## src/sv/prc_pkg.sv

```systemverilog
// ============================================================================
// prc_pkg
// Shared widths, register indexes, datapath operation codes and the command
// and status types that join the controller to the datapath.
// ============================================================================
package prc_pkg;

    localparam int SAMPLE_BITS   = 16;
    localparam int MAX_HARMONICS = 4;

    // Field and register widths.
    localparam int ERR_W   = SAMPLE_BITS + 1;
    localparam int DIFF_W  = SAMPLE_BITS + 2;
    localparam int DZ_W    = 16;
    localparam int GAIN_W  = 32;
    localparam int HC_W    = 3;
    localparam int COEF_W  = 32;
    localparam int HIST_W  = 48;
    localparam int DRIVE_W = 32;

    localparam int RES_W = (MAX_HARMONICS > 1) ? $clog2(MAX_HARMONICS) : 1;
    localparam int ACT_W = $clog2(MAX_HARMONICS + 1);

    // Shared multiplier: a coefficient times half of a history word or an error.
    localparam int LO_W    = HIST_W / 2;
    localparam int MUL_A_W = COEF_W;
    localparam int MUL_B_W = (DIFF_W > LO_W + 1) ? DIFF_W : LO_W + 1;
    localparam int PROD_W  = MUL_A_W + MUL_B_W;

    // Fraction alignment of the resonator terms.
    localparam int B0_SHIFT = 12;
    localparam int A1_SHIFT = 30;
    localparam int T1_W     = PROD_W - B0_SHIFT;
    localparam int WIDE_W   = PROD_W + LO_W + 1;
    localparam int M_W      = WIDE_W - A1_SHIFT;
    localparam int Y_W      = M_W + 2;
    localparam int ACC_W    = PROD_W + RES_W + 1;

    // Configuration port.
    localparam int REG_DEAD_ZONE  = 0;
    localparam int REG_PROP_GAIN  = 1;
    localparam int REG_HARM_COUNT = 2;
    localparam int REG_COEFF_BASE = 3;
    localparam int CFG_IDX_W      = $clog2(REG_COEFF_BASE + MAX_HARMONICS + 1);
    localparam int CFG_DATA_W     = 2 * COEF_W;

    // Datapath operations.
    localparam int OP_W = 4;
    localparam logic [OP_W-1:0] OP_NOP   = 4'd0;
    localparam logic [OP_W-1:0] OP_LOAD  = 4'd1;
    localparam logic [OP_W-1:0] OP_CLEAR = 4'd2;
    localparam logic [OP_W-1:0] OP_PMUL  = 4'd3;
    localparam logic [OP_W-1:0] OP_PACC  = 4'd4;
    localparam logic [OP_W-1:0] OP_B0    = 4'd5;
    localparam logic [OP_W-1:0] OP_HI    = 4'd6;
    localparam logic [OP_W-1:0] OP_LO    = 4'd7;
    localparam logic [OP_W-1:0] OP_MRG   = 4'd8;
    localparam logic [OP_W-1:0] OP_UPD   = 4'd9;
    localparam logic [OP_W-1:0] OP_OUT   = 4'd10;

    typedef struct packed {
        logic [OP_W-1:0]  op;
        logic [RES_W-1:0] res;
    } prc_cmd_t;

    typedef struct packed {
        logic [ACT_W-1:0] active;
    } prc_status_t;

endpackage

```

## src/sv/prc_if.sv

```systemverilog
// ============================================================================
// prc_if
// Valid/ready channels of the controller: sample requests, results and
// configuration writes.
// ============================================================================
interface prc_sample_if;
    logic                                    valid;
    logic                                    ready;
    logic                                    action;
    logic signed [prc_pkg::SAMPLE_BITS-1:0] target;
    logic signed [prc_pkg::SAMPLE_BITS-1:0] measure;

    modport source (output valid, action, target, measure, input ready);
    modport sink   (input valid, action, target, measure, output ready);
endinterface

interface prc_result_if;
    logic                                valid;
    logic                                ready;
    logic signed [prc_pkg::DRIVE_W-1:0] drive;

    modport source (output valid, drive, input ready);
    modport sink   (input valid, drive, output ready);
endinterface

interface prc_cfg_if;
    logic                                valid;
    logic                                ready;
    logic [prc_pkg::CFG_IDX_W-1:0]      index;
    logic [prc_pkg::CFG_DATA_W-1:0]     data;

    modport source (output valid, index, data, input ready);
    modport sink   (input valid, index, data, output ready);
endinterface

```

## src/sv/proportional_resonant_controller.sv

```systemverilog
// ============================================================================
// proportional_resonant_controller
// Proportional gain plus up to four resonant biquads on the tracking error.
// ============================================================================
//
// The block takes sample requests on the sample channel (action, target,
// measure) and returns one drive value on the result channel for every
// compute request. A clear request (action high) zeroes all resonator
// histories in the cycle it is accepted and returns no result.
// Configuration writes arrive on the cfg channel, which is always ready;
// software must write it only while no request is in flight; the block
// itself does not enforce this. Writing a resonator's coefficient
// register also zeroes that resonator's histories.
//
// The steps of a compute request are set by the single 32 x 25 signed
// multiplier, which serves the proportional term and then takes each of
// the N active resonators (0 to 4) through five steps: b0 term, high and
// low halves of the a1 product, their merge, and the history update with
// saturation. The next request is taken in the cycle after the result is
// loaded, while a clear request leaves the block idle and ready.
//
// The result sits in an output register. If the receiver stalls, the block
// still accepts and computes the next request, then waits with that finished
// value until the held result is taken. Reset clears all configuration
// registers and histories and drops result valid.
//
module proportional_resonant_controller (
    input  logic          clk,
    input  logic          rst_n,
    prc_cfg_if.sink       cfg,
    prc_sample_if.sink    sample,
    prc_result_if.source  result
);

    prc_pkg::prc_cmd_t    cmd;
    prc_pkg::prc_status_t status;

    // Configuration registers take a write in any cycle.
    assign cfg.ready = 1'b1;

    // Sequencer: request/result handshakes; one step per cycle unless stalled.
    prc_ctrl u_ctrl (
        .clk       (clk),
        .rst_n     (rst_n),
        .in_valid  (sample.valid),
        .in_action (sample.action),
        .in_ready  (sample.ready),
        .out_ready (result.ready),
        .out_valid (result.valid),
        .status    (status),
        .cmd       (cmd)
    );

    // Datapath: registers, histories, shared multiplier and accumulator.
    prc_dp u_dp (
        .clk       (clk),
        .rst_n     (rst_n),
        .cmd       (cmd),
        .status    (status),
        .cfg_we    (cfg.valid),
        .cfg_index (cfg.index),
        .cfg_data  (cfg.data),
        .target    (sample.target),
        .measure   (sample.measure),
        .drive     (result.drive)
    );

endmodule

```

## src/sv/prc_ctrl.sv

```systemverilog
// ============================================================================
// prc_ctrl
// Sequencer that steps the shared multiplier through the proportional term
// and each active resonator, and owns the request and result handshakes.
// ============================================================================
module prc_ctrl (
    input  logic                  clk,
    input  logic                  rst_n,
    input  logic                  in_valid,
    input  logic                  in_action,
    output logic                  in_ready,
    input  logic                  out_ready,
    output logic                  out_valid,
    input  prc_pkg::prc_status_t  status,
    output prc_pkg::prc_cmd_t     cmd
);

    localparam logic [3:0] ST_IDLE = 4'd0;
    localparam logic [3:0] ST_PMUL = 4'd1;
    localparam logic [3:0] ST_PACC = 4'd2;
    localparam logic [3:0] ST_B0   = 4'd3;
    localparam logic [3:0] ST_HI   = 4'd4;
    localparam logic [3:0] ST_LO   = 4'd5;
    localparam logic [3:0] ST_MRG  = 4'd6;
    localparam logic [3:0] ST_UPD  = 4'd7;
    localparam logic [3:0] ST_OUT  = 4'd8;

    logic [3:0]                state_reg;
    logic [3:0]                state_next;
    logic [prc_pkg::RES_W-1:0] res_reg;
    logic [prc_pkg::RES_W-1:0] res_next;
    logic                      out_valid_reg;
    logic                      out_valid_next;
    logic                      last_res;

    assign last_res  = (int'(res_reg) + 1 >= int'(status.active));
    assign out_valid = out_valid_reg;

    always_comb
    begin
        state_next     = state_reg;
        res_next       = res_reg;
        out_valid_next = out_valid_reg && !out_ready;
        in_ready       = 1'b0;
        cmd.op         = prc_pkg::OP_NOP;
        cmd.res        = res_reg;
        unique case (state_reg)
            ST_IDLE:
            begin
                in_ready = 1'b1;
                if (in_valid)
                begin
                    if (in_action)
                    begin
                        cmd.op = prc_pkg::OP_CLEAR;
                    end
                    else
                    begin
                        cmd.op     = prc_pkg::OP_LOAD;
                        state_next = ST_PMUL;
                    end
                end
            end
            ST_PMUL:
            begin
                cmd.op     = prc_pkg::OP_PMUL;
                state_next = ST_PACC;
            end
            ST_PACC:
            begin
                cmd.op     = prc_pkg::OP_PACC;
                res_next   = '0;
                state_next = (status.active == '0) ? ST_OUT : ST_B0;
            end
            ST_B0:
            begin
                cmd.op     = prc_pkg::OP_B0;
                state_next = ST_HI;
            end
            ST_HI:
            begin
                cmd.op     = prc_pkg::OP_HI;
                state_next = ST_LO;
            end
            ST_LO:
            begin
                cmd.op     = prc_pkg::OP_LO;
                state_next = ST_MRG;
            end
            ST_MRG:
            begin
                cmd.op     = prc_pkg::OP_MRG;
                state_next = ST_UPD;
            end
            ST_UPD:
            begin
                cmd.op = prc_pkg::OP_UPD;
                if (last_res)
                begin
                    state_next = ST_OUT;
                end
                else
                begin
                    res_next   = prc_pkg::RES_W'(res_reg + 1'b1);
                    state_next = ST_B0;
                end
            end
            ST_OUT:
            begin
                // The result register is loaded only once the previous result has left.
                if (!out_valid_reg || out_ready)
                begin
                    cmd.op         = prc_pkg::OP_OUT;
                    out_valid_next = 1'b1;
                    state_next     = ST_IDLE;
                end
            end
            default:
            begin
                state_next = ST_IDLE;
            end
        endcase
    end

    always_ff @(posedge clk or negedge rst_n)
    begin
        if (!rst_n)
        begin
            state_reg     <= ST_IDLE;
            res_reg       <= '0;
            out_valid_reg <= 1'b0;
        end
        else
        begin
            state_reg     <= state_next;
            res_reg       <= res_next;
            out_valid_reg <= out_valid_next;
        end
    end

endmodule

```

## src/sv/prc_dp.sv

```systemverilog
// ============================================================================
// prc_dp
// Datapath: configuration registers, resonator histories, one shared
// 32 x 25 signed multiplier and the accumulator with output saturation.
// ============================================================================
module prc_dp (
    input  logic                                   clk,
    input  logic                                   rst_n,
    input  prc_pkg::prc_cmd_t                      cmd,
    output prc_pkg::prc_status_t                   status,
    input  logic                                   cfg_we,
    input  logic [prc_pkg::CFG_IDX_W-1:0]          cfg_index,
    input  logic [prc_pkg::CFG_DATA_W-1:0]         cfg_data,
    input  logic signed [prc_pkg::SAMPLE_BITS-1:0] target,
    input  logic signed [prc_pkg::SAMPLE_BITS-1:0] measure,
    output logic signed [prc_pkg::DRIVE_W-1:0]     drive
);

    localparam logic signed [prc_pkg::Y_W-1:0] Y_MAX =
        prc_pkg::Y_W'({1'b0, {(prc_pkg::HIST_W-1){1'b1}}});
    localparam logic signed [prc_pkg::Y_W-1:0] Y_MIN = -Y_MAX - 1;
    localparam logic signed [prc_pkg::ACC_W-1:0] D_MAX =
        prc_pkg::ACC_W'({1'b0, {(prc_pkg::DRIVE_W-1){1'b1}}});
    localparam logic signed [prc_pkg::ACC_W-1:0] D_MIN = -D_MAX - 1;

    // Configuration registers.
    logic [prc_pkg::DZ_W-1:0]          dead_zone_reg;
    logic signed [prc_pkg::GAIN_W-1:0] prop_gain_reg;
    logic [prc_pkg::HC_W-1:0]          harm_count_reg;
    logic signed [prc_pkg::COEF_W-1:0] b0_reg [prc_pkg::MAX_HARMONICS];
    logic signed [prc_pkg::COEF_W-1:0] a1_reg [prc_pkg::MAX_HARMONICS];

    // Resonator histories.
    logic signed [prc_pkg::ERR_W-1:0]  e1_reg [prc_pkg::MAX_HARMONICS];
    logic signed [prc_pkg::ERR_W-1:0]  e2_reg [prc_pkg::MAX_HARMONICS];
    logic signed [prc_pkg::HIST_W-1:0] y1_reg [prc_pkg::MAX_HARMONICS];
    logic signed [prc_pkg::HIST_W-1:0] y2_reg [prc_pkg::MAX_HARMONICS];

    // Working registers of one sample.
    logic signed [prc_pkg::ERR_W-1:0]   err_reg;
    logic signed [prc_pkg::PROD_W-1:0]  prod_reg;
    logic signed [prc_pkg::T1_W-1:0]    t1_reg;
    logic signed [prc_pkg::PROD_W-1:0]  ahi_reg;
    logic signed [prc_pkg::M_W-1:0]     m_reg;
    logic signed [prc_pkg::ACC_W-1:0]   acc_reg;
    logic signed [prc_pkg::DRIVE_W-1:0] drive_reg;

    logic signed [prc_pkg::ERR_W-1:0]   err_raw;
    logic [prc_pkg::ERR_W-1:0]          err_mag;
    logic signed [prc_pkg::ERR_W-1:0]   err_next;
    logic signed [prc_pkg::DIFF_W-1:0]  diff;
    logic signed [prc_pkg::MUL_A_W-1:0] mul_a;
    logic signed [prc_pkg::MUL_B_W-1:0] mul_b;
    logic signed [prc_pkg::WIDE_W-1:0]  merged;
    logic signed [prc_pkg::Y_W-1:0]     y_sum;
    logic signed [prc_pkg::HIST_W-1:0]  y_sat;
    logic signed [prc_pkg::DRIVE_W-1:0] drive_sat;

    // Harmonic counts above the number of resonators clamp to that number.
    always_comb
    begin
        if (int'(harm_count_reg) > prc_pkg::MAX_HARMONICS)
        begin
            status.active = prc_pkg::ACT_W'(prc_pkg::MAX_HARMONICS);
        end
        else
        begin
            status.active = prc_pkg::ACT_W'(harm_count_reg);
        end
    end

    // Error with dead zone.
    always_comb
    begin
        err_raw = prc_pkg::ERR_W'(target) - prc_pkg::ERR_W'(measure);
        err_mag = err_raw[prc_pkg::ERR_W-1] ? prc_pkg::ERR_W'(-err_raw)
                                             : prc_pkg::ERR_W'(err_raw);
        if ((dead_zone_reg != '0) && (32'(err_mag) < 32'(dead_zone_reg)))
        begin
            err_next = '0;
        end
        else
        begin
            err_next = err_raw;
        end
    end

    assign diff = prc_pkg::DIFF_W'(err_reg) - prc_pkg::DIFF_W'(e2_reg[cmd.res]);

    // Operand selection for the shared multiplier.
    always_comb
    begin
        mul_a = prop_gain_reg;
        mul_b = prc_pkg::MUL_B_W'(err_reg);
        unique case (cmd.op)
            prc_pkg::OP_B0:
            begin
                mul_a = b0_reg[cmd.res];
                mul_b = prc_pkg::MUL_B_W'(diff);
            end
            prc_pkg::OP_HI:
            begin
                mul_a = a1_reg[cmd.res];
                mul_b = prc_pkg::MUL_B_W'(
                    $signed(y1_reg[cmd.res][prc_pkg::HIST_W-1:prc_pkg::LO_W]));
            end
            prc_pkg::OP_LO:
            begin
                mul_a = a1_reg[cmd.res];
                mul_b = prc_pkg::MUL_B_W'({1'b0, y1_reg[cmd.res][prc_pkg::LO_W-1:0]});
            end
            default:
            begin
                mul_a = prop_gain_reg;
                mul_b = prc_pkg::MUL_B_W'(err_reg);
            end
        endcase
    end

    // a1 * y1 rebuilt from its two partial products, then floored by 2^30.
    assign merged = (prc_pkg::WIDE_W'(ahi_reg) <<< prc_pkg::LO_W) + prc_pkg::WIDE_W'(prod_reg);

    assign y_sum = prc_pkg::Y_W'(t1_reg) - prc_pkg::Y_W'(m_reg)
                 - prc_pkg::Y_W'(y2_reg[cmd.res]);

    always_comb
    begin
        if (y_sum > Y_MAX)
        begin
            y_sat = prc_pkg::HIST_W'(Y_MAX);
        end
        else if (y_sum < Y_MIN)
        begin
            y_sat = prc_pkg::HIST_W'(Y_MIN);
        end
        else
        begin
            y_sat = prc_pkg::HIST_W'(y_sum);
        end

        if (acc_reg > D_MAX)
        begin
            drive_sat = prc_pkg::DRIVE_W'(D_MAX);
        end
        else if (acc_reg < D_MIN)
        begin
            drive_sat = prc_pkg::DRIVE_W'(D_MIN);
        end
        else
        begin
            drive_sat = prc_pkg::DRIVE_W'(acc_reg);
        end
    end

    // Working registers carry no reset.
    always_ff @(posedge clk)
    begin
        prod_reg <= prc_pkg::PROD_W'(mul_a * mul_b);
        case (cmd.op)
            prc_pkg::OP_LOAD: err_reg   <= err_next;
            prc_pkg::OP_PACC: acc_reg   <= prc_pkg::ACC_W'(prod_reg);
            prc_pkg::OP_HI:   t1_reg    <= prc_pkg::T1_W'(prod_reg >>> prc_pkg::B0_SHIFT);
            prc_pkg::OP_LO:   ahi_reg   <= prod_reg;
            prc_pkg::OP_MRG:  m_reg     <= prc_pkg::M_W'(merged >>> prc_pkg::A1_SHIFT);
            prc_pkg::OP_UPD:  acc_reg   <= acc_reg + prc_pkg::ACC_W'(y_sat);
            prc_pkg::OP_OUT:  drive_reg <= drive_sat;
            default:
            begin
            end
        endcase
    end

    // Configuration and history state.
    always_ff @(posedge clk or negedge rst_n)
    begin
        if (!rst_n)
        begin
            dead_zone_reg  <= '0;
            prop_gain_reg  <= '0;
            harm_count_reg <= '0;
            for (int k = 0; k < prc_pkg::MAX_HARMONICS; k++)
            begin
                b0_reg[k] <= '0;
                a1_reg[k] <= '0;
                e1_reg[k] <= '0;
                e2_reg[k] <= '0;
                y1_reg[k] <= '0;
                y2_reg[k] <= '0;
            end
        end
        else
        begin
            if (cmd.op == prc_pkg::OP_UPD)
            begin
                e2_reg[cmd.res] <= e1_reg[cmd.res];
                e1_reg[cmd.res] <= err_reg;
                y2_reg[cmd.res] <= y1_reg[cmd.res];
                y1_reg[cmd.res] <= y_sat;
            end

            if (cmd.op == prc_pkg::OP_CLEAR)
            begin
                for (int k = 0; k < prc_pkg::MAX_HARMONICS; k++)
                begin
                    e1_reg[k] <= '0;
                    e2_reg[k] <= '0;
                    y1_reg[k] <= '0;
                    y2_reg[k] <= '0;
                end
            end

            if (cfg_we)
            begin
                if (int'(cfg_index) == prc_pkg::REG_DEAD_ZONE)
                begin
                    dead_zone_reg <= cfg_data[prc_pkg::DZ_W-1:0];
                end
                if (int'(cfg_index) == prc_pkg::REG_PROP_GAIN)
                begin
                    prop_gain_reg <= $signed(cfg_data[prc_pkg::GAIN_W-1:0]);
                end
                if (int'(cfg_index) == prc_pkg::REG_HARM_COUNT)
                begin
                    harm_count_reg <= cfg_data[prc_pkg::HC_W-1:0];
                end
                // A coefficient write also restarts that resonator from rest.
                for (int k = 0; k < prc_pkg::MAX_HARMONICS; k++)
                begin
                    if (int'(cfg_index) == prc_pkg::REG_COEFF_BASE + k)
                    begin
                        b0_reg[k] <= $signed(cfg_data[prc_pkg::CFG_DATA_W-1:prc_pkg::COEF_W]);
                        a1_reg[k] <= $signed(cfg_data[prc_pkg::COEF_W-1:0]);
                        e1_reg[k] <= '0;
                        e2_reg[k] <= '0;
                        y1_reg[k] <= '0;
                        y2_reg[k] <= '0;
                    end
                end
            end
        end
    end

    assign drive = drive_reg;

endmodule

```

## src/flat_wrapper.sv

```systemverilog
// flat-port wrapper written by rule: the top's interface ports become plain ports
module proportional_resonant_controller_flat 
  (clk, rst_n, cfg_valid, cfg_index, cfg_data, cfg_ready, sample_valid, sample_action, sample_target, sample_measure, sample_ready, result_valid, result_drive, result_ready);
  prc_cfg_if cfg_i ();
  prc_sample_if sample_i ();
  prc_result_if result_i ();
  input  logic clk;
  input  logic rst_n;
  input wire logic [$bits(cfg_i.valid)-1:0] cfg_valid;
  input wire logic [$bits(cfg_i.index)-1:0] cfg_index;
  input wire logic [$bits(cfg_i.data)-1:0] cfg_data;
  output wire logic [$bits(cfg_i.ready)-1:0] cfg_ready;
  input wire logic [$bits(sample_i.valid)-1:0] sample_valid;
  input wire logic [$bits(sample_i.action)-1:0] sample_action;
  input wire logic [$bits(sample_i.target)-1:0] sample_target;
  input wire logic [$bits(sample_i.measure)-1:0] sample_measure;
  output wire logic [$bits(sample_i.ready)-1:0] sample_ready;
  output wire logic [$bits(result_i.valid)-1:0] result_valid;
  output wire logic [$bits(result_i.drive)-1:0] result_drive;
  input wire logic [$bits(result_i.ready)-1:0] result_ready;
  assign cfg_i.valid = cfg_valid;
  assign cfg_i.index = cfg_index;
  assign cfg_i.data = cfg_data;
  assign cfg_ready = cfg_i.ready;
  assign sample_i.valid = sample_valid;
  assign sample_i.action = sample_action;
  assign sample_i.target = sample_target;
  assign sample_i.measure = sample_measure;
  assign sample_ready = sample_i.ready;
  assign result_valid = result_i.valid;
  assign result_drive = result_i.drive;
  assign result_i.ready = result_ready;
  proportional_resonant_controller u_core (.clk(clk), .rst_n(rst_n), .cfg(cfg_i), .sample(sample_i), .result(result_i));
endmodule
```

## config.mk

```make
export PLATFORM = sky130hd
export DESIGN_NAME = proportional_resonant_controller_flat
export DESIGN_NICKNAME = d
export VERILOG_FILES = /design/src/sv/prc_pkg.sv /design/src/sv/prc_if.sv /design/src/sv/proportional_resonant_controller.sv /design/src/sv/prc_ctrl.sv /design/src/sv/prc_dp.sv /design/src/flat_wrapper.sv
export SDC_FILE = /design/constraint.sdc
export NUM_CORES = 2
export LEC_CHECK = 0
export ABC_CLOCK_PERIOD_IN_PS = 13600
export BUFFER_PORTS_ARGS = -buffer_cell sky130_fd_sc_hd__buf_2
export CELL_PAD_IN_SITES_DETAIL_PLACEMENT = 1
export CELL_PAD_IN_SITES_GLOBAL_PLACEMENT = 1
export CORE_UTILIZATION = 33
export CTS_BUF_LIST = sky130_fd_sc_hd__clkbuf_16
export CTS_CLUSTER_SIZE = 25
export DETAILED_ROUTE_END_ITERATION = 10
export GPL_TIMING_DRIVEN = 0
export PLACE_DENSITY_LB_ADDON = 0.1
export SYNTH_ARGS = -nofsm -noshare
export SYNTH_HDL_FRONTEND = slang
export SYNTH_HIERARCHICAL = 1
export SYNTH_SLANG_ARGS = --single-unit
export TNS_END_PERCENT = 10
```

## constraint.sdc

```tcl
create_clock -name clk -period 13.6 [get_ports clk]
set_input_delay 2.04 -clock clk [delete_from_list [all_inputs] [get_ports clk]]
set_output_delay 2.04 -clock clk [all_outputs]
set_load 0.01 [all_outputs]
```

==> run_results.csv <==
group,metric,value,unit
setup_path,cp_max_fo,14,
logic_synthesis,yosysUniqueCellTypes,100,
floorplan,dieArea,268000,µm²
sta,fin_crit,13360,ps
placement,port_buffers,137,
clocking,numCtsBuffers,140,
setup_path,slowest_delay,920,ps
logic_synthesis,synthArstFlopShare,0.723,
setup_path,cp.arrival,13870,ps
clocking,cts-root-buf,"clkbuf_16",
logic_synthesis,ys_ff_latch,1154,
setup_path,cp_common_cell,"a31oi_1",
setup_path,critPathLaunchType,"register",
detailed_routing,dr.pass1.iters,5,
job,cap_violations,0,
run_status,status,"finished, final reports clean",
placement,dpl.hpwl,307,mm
logic_synthesis,ys.flop_type,"dfrtp_1",
placement,gp_congestion,0.917,
detailed_routing,route.detailed.drc,0,
layout,drive_above_1_share,0.112,
clocking,cts_sinks,1154,
layout,area_growth,12.2,%
sta,fin_crit_sh,0.982,
setup_path,r2r_end,"u_core/u_dp/acc_reg[52]",
grt,grt_overflow,0,
grt,grt.total_usage,0.283,
floorplan,initial_core_util,0.333,
setup_path,rr_worst_depth,35,
setup_path,cp-endpoint,"u_core/u_dp/acc_reg[52]",
setup_path,path_class,"register to register",
grt,grt_max_degree,114,
layout,fin_cells,12500,
setup_path,r2r_start,"u_core/u_ctrl/res_reg[1]",
clocking,htreeDepth,4,
sta,setup_viol,0,
hold_path,hold_path.class,"register to register",
sta,tightestPinTransition,1420,ps
layout,final_common_cell,"nand2_1",
logic_synthesis,synth.avg_cell_area,10.2,µm²
sta,finalMaxSlewViolations,0,
sta,clock_skew,67.4,ps
grt,grt_pass1_wl,545,mm
clocking,insertion_delay,810,ps
floorplan,top_level_ports,140,
placement,placed_cells,12300,
setup_path,cp_slowest_cell,"a2111oi_0",
floorplan,core_area,263000,µm²
layout,final_cell_mix,"nand2_1 (1283), inv_1 (1083), fa_1 (874)",
layout,nets,10300,
placement,pre_cts_ws,-4600,ps
grt,grt_pass1_vias,72300,
logic_synthesis,netlist_area,87800,µm²
setup_path,end_kind,"register",
clocking,postCtsHoldBufs,0,
sta,fmax,0.0749,GHz
grt,antenna_found_initial,27,
logic_synthesis,ys_seq_area_frac,0.341,
detailed_routing,wl,380,mm
clocking,cts_tree,"done",
floorplan,fp.dieH,518,µm
logic_synthesis,synthesis.nets,9939,
clocking,clkSlewWorstSetupHoldPaths,60,ps
detailed_routing,vias,67200,
detailed_routing,wl_per_cell,30.3,µm
detailed_routing,ant_nets,0,
clocking,cts_buffer_depth,3,
detailed_routing,viasPerCell,5.37,
detailed_routing,drtIter0Drc,4981,
setup_path,ff2ff_setup_slack,240,ps
floorplan,die_w,518,µm
sta,fin_hold_ws,476,ps
logic_synthesis,synth_edf_count,263,
logic_synthesis,synth_cells,8582,
floorplan,placementRows,188,
sta,tns,0,ps
sta,hold_violations,0,
sta,max_slew_margin,0.0470,
setup_path,cp_data_required_time,14110,ps
logic_synthesis,ys_warn_count,6,
sta,fin_ws,240,ps
setup_path,startpoint,"u_core/u_ctrl/res_reg[1]",
-- final cells by class --
| type | count | area [µm²] |
|---|---|---|
| tap | 3515 | 4400 |
| sequential | 1154 | 29900 |
| inverter | 1039 | 3900 |
| multi-input combinational | 5932 | 52500 |
| fill | 29500 | 165000 |
| timing repair buffer | 177 | 1380 |
| clock inverter | 109 | 866 |
| antenna | 5 | 12.5 |
| buffer | 454 | 1990 |
| clock buffer | 140 | 3500 |
-- kinds of logic (layout without fill, tap and decap cells) --
group | count (synthesis) | after routing | synth area share
AOI/OAI and AO/OA | 1430 | 1430 | 0.0980
buffers and inverters | 1496 | 1919 | 0.0645
DFF | 1154 | 1154 | 0.341
adders and majority gates | 1252 | 1252 | 0.253
and+or+nand+nor | 2362 | 2362 | 0.116
muxes | 653 | 653 | 0.104
other | 1 | 6 | 0.0000427
xor gates and xnor gates | 234 | 234 | 0.0233
-- worst min-delay path by stage --
stage	startpoint	endpoint	slack [ps]	cells past startpoint
floorplan	u_core/u_dp/prod_reg[0]	u_core/u_dp/ahi_reg[0]	410	0
global placement	u_core/u_dp/y1_reg[149]	u_core/u_dp/y1_reg[149]	450	2
detailed placement	u_core/u_dp/y1_reg[158]	u_core/u_dp/y1_reg[158]	460	2
CTS	u_core/u_dp/y1_reg[158]	u_core/u_dp/y1_reg[158]	480	2
global route	u_core/u_dp/y1_reg[45]	u_core/u_dp/y1_reg[45]	510	1
finish	u_core/u_dp/y1_reg[158]	u_core/u_dp/y1_reg[158]	480	2
-- what timing repair did --
action / 4_1_cts / 5_1_grt
cloned: 0 / 0
resized for setup: 128 / 43
setup endpoints to repair: 89 / 22
pin swaps: 3 / 2
buffers inserted: 5 / 3
-- metal layers --
metal  share of wire  global-route usage  wire [µm]
met1            0.43               0.380     165000
met2            0.48               0.467     181000
met3           0.054              0.0432      20600
met4           0.036              0.0928      13700
met5         0.00024                   0         93
-- critical path, delay by kind of cell (launching register included) --
| family | cells | cell delay [ps] |
|---|---|---|
| DFF | 1 | 500 |
| buffers and inverters | 9 | 3900 |
| and+or+nand+nor | 1 | 120 |
| muxes | 1 | 410 |
| AOI/OAI and AO/OA | 21 | 6870 |
| adders and majority gates | 3 | 1150 |
-- through the flow --
step	cell area (µm²)	util
global route	98500	0.374
floorplan	87800	-
CTS	98400	0.373
global placement	92900	0.352
finish	98500	0.374
detailed placement	93600	0.355
-- synth_stat cells (all sizes together) (57+ instances only) --
cell type  count  share of area
a211oi        66         0.0057
a21o         124          0.011
a21oi        571          0.033
and2          88         0.0063
buf           62         0.0032
clkbuf       395          0.017
dfrtp        834           0.24
dfxtp         57          0.013
edfxtp       263          0.090
fa           874           0.20
ha           378          0.054
inv         1039          0.044
mux2         294          0.038
mux2i        182          0.021
mux4         177          0.045
nand2       1283          0.055
nand2b        60         0.0043
nor2         531          0.023
nor2b        128         0.0091
nor3          70         0.0043
o21ai        361          0.021
xnor2        157          0.016
xor2          77         0.0077
Power is left out: the tool's default activity adds up to more than one toggle a clock period on the data nets, which glitch-free logic cannot reach.
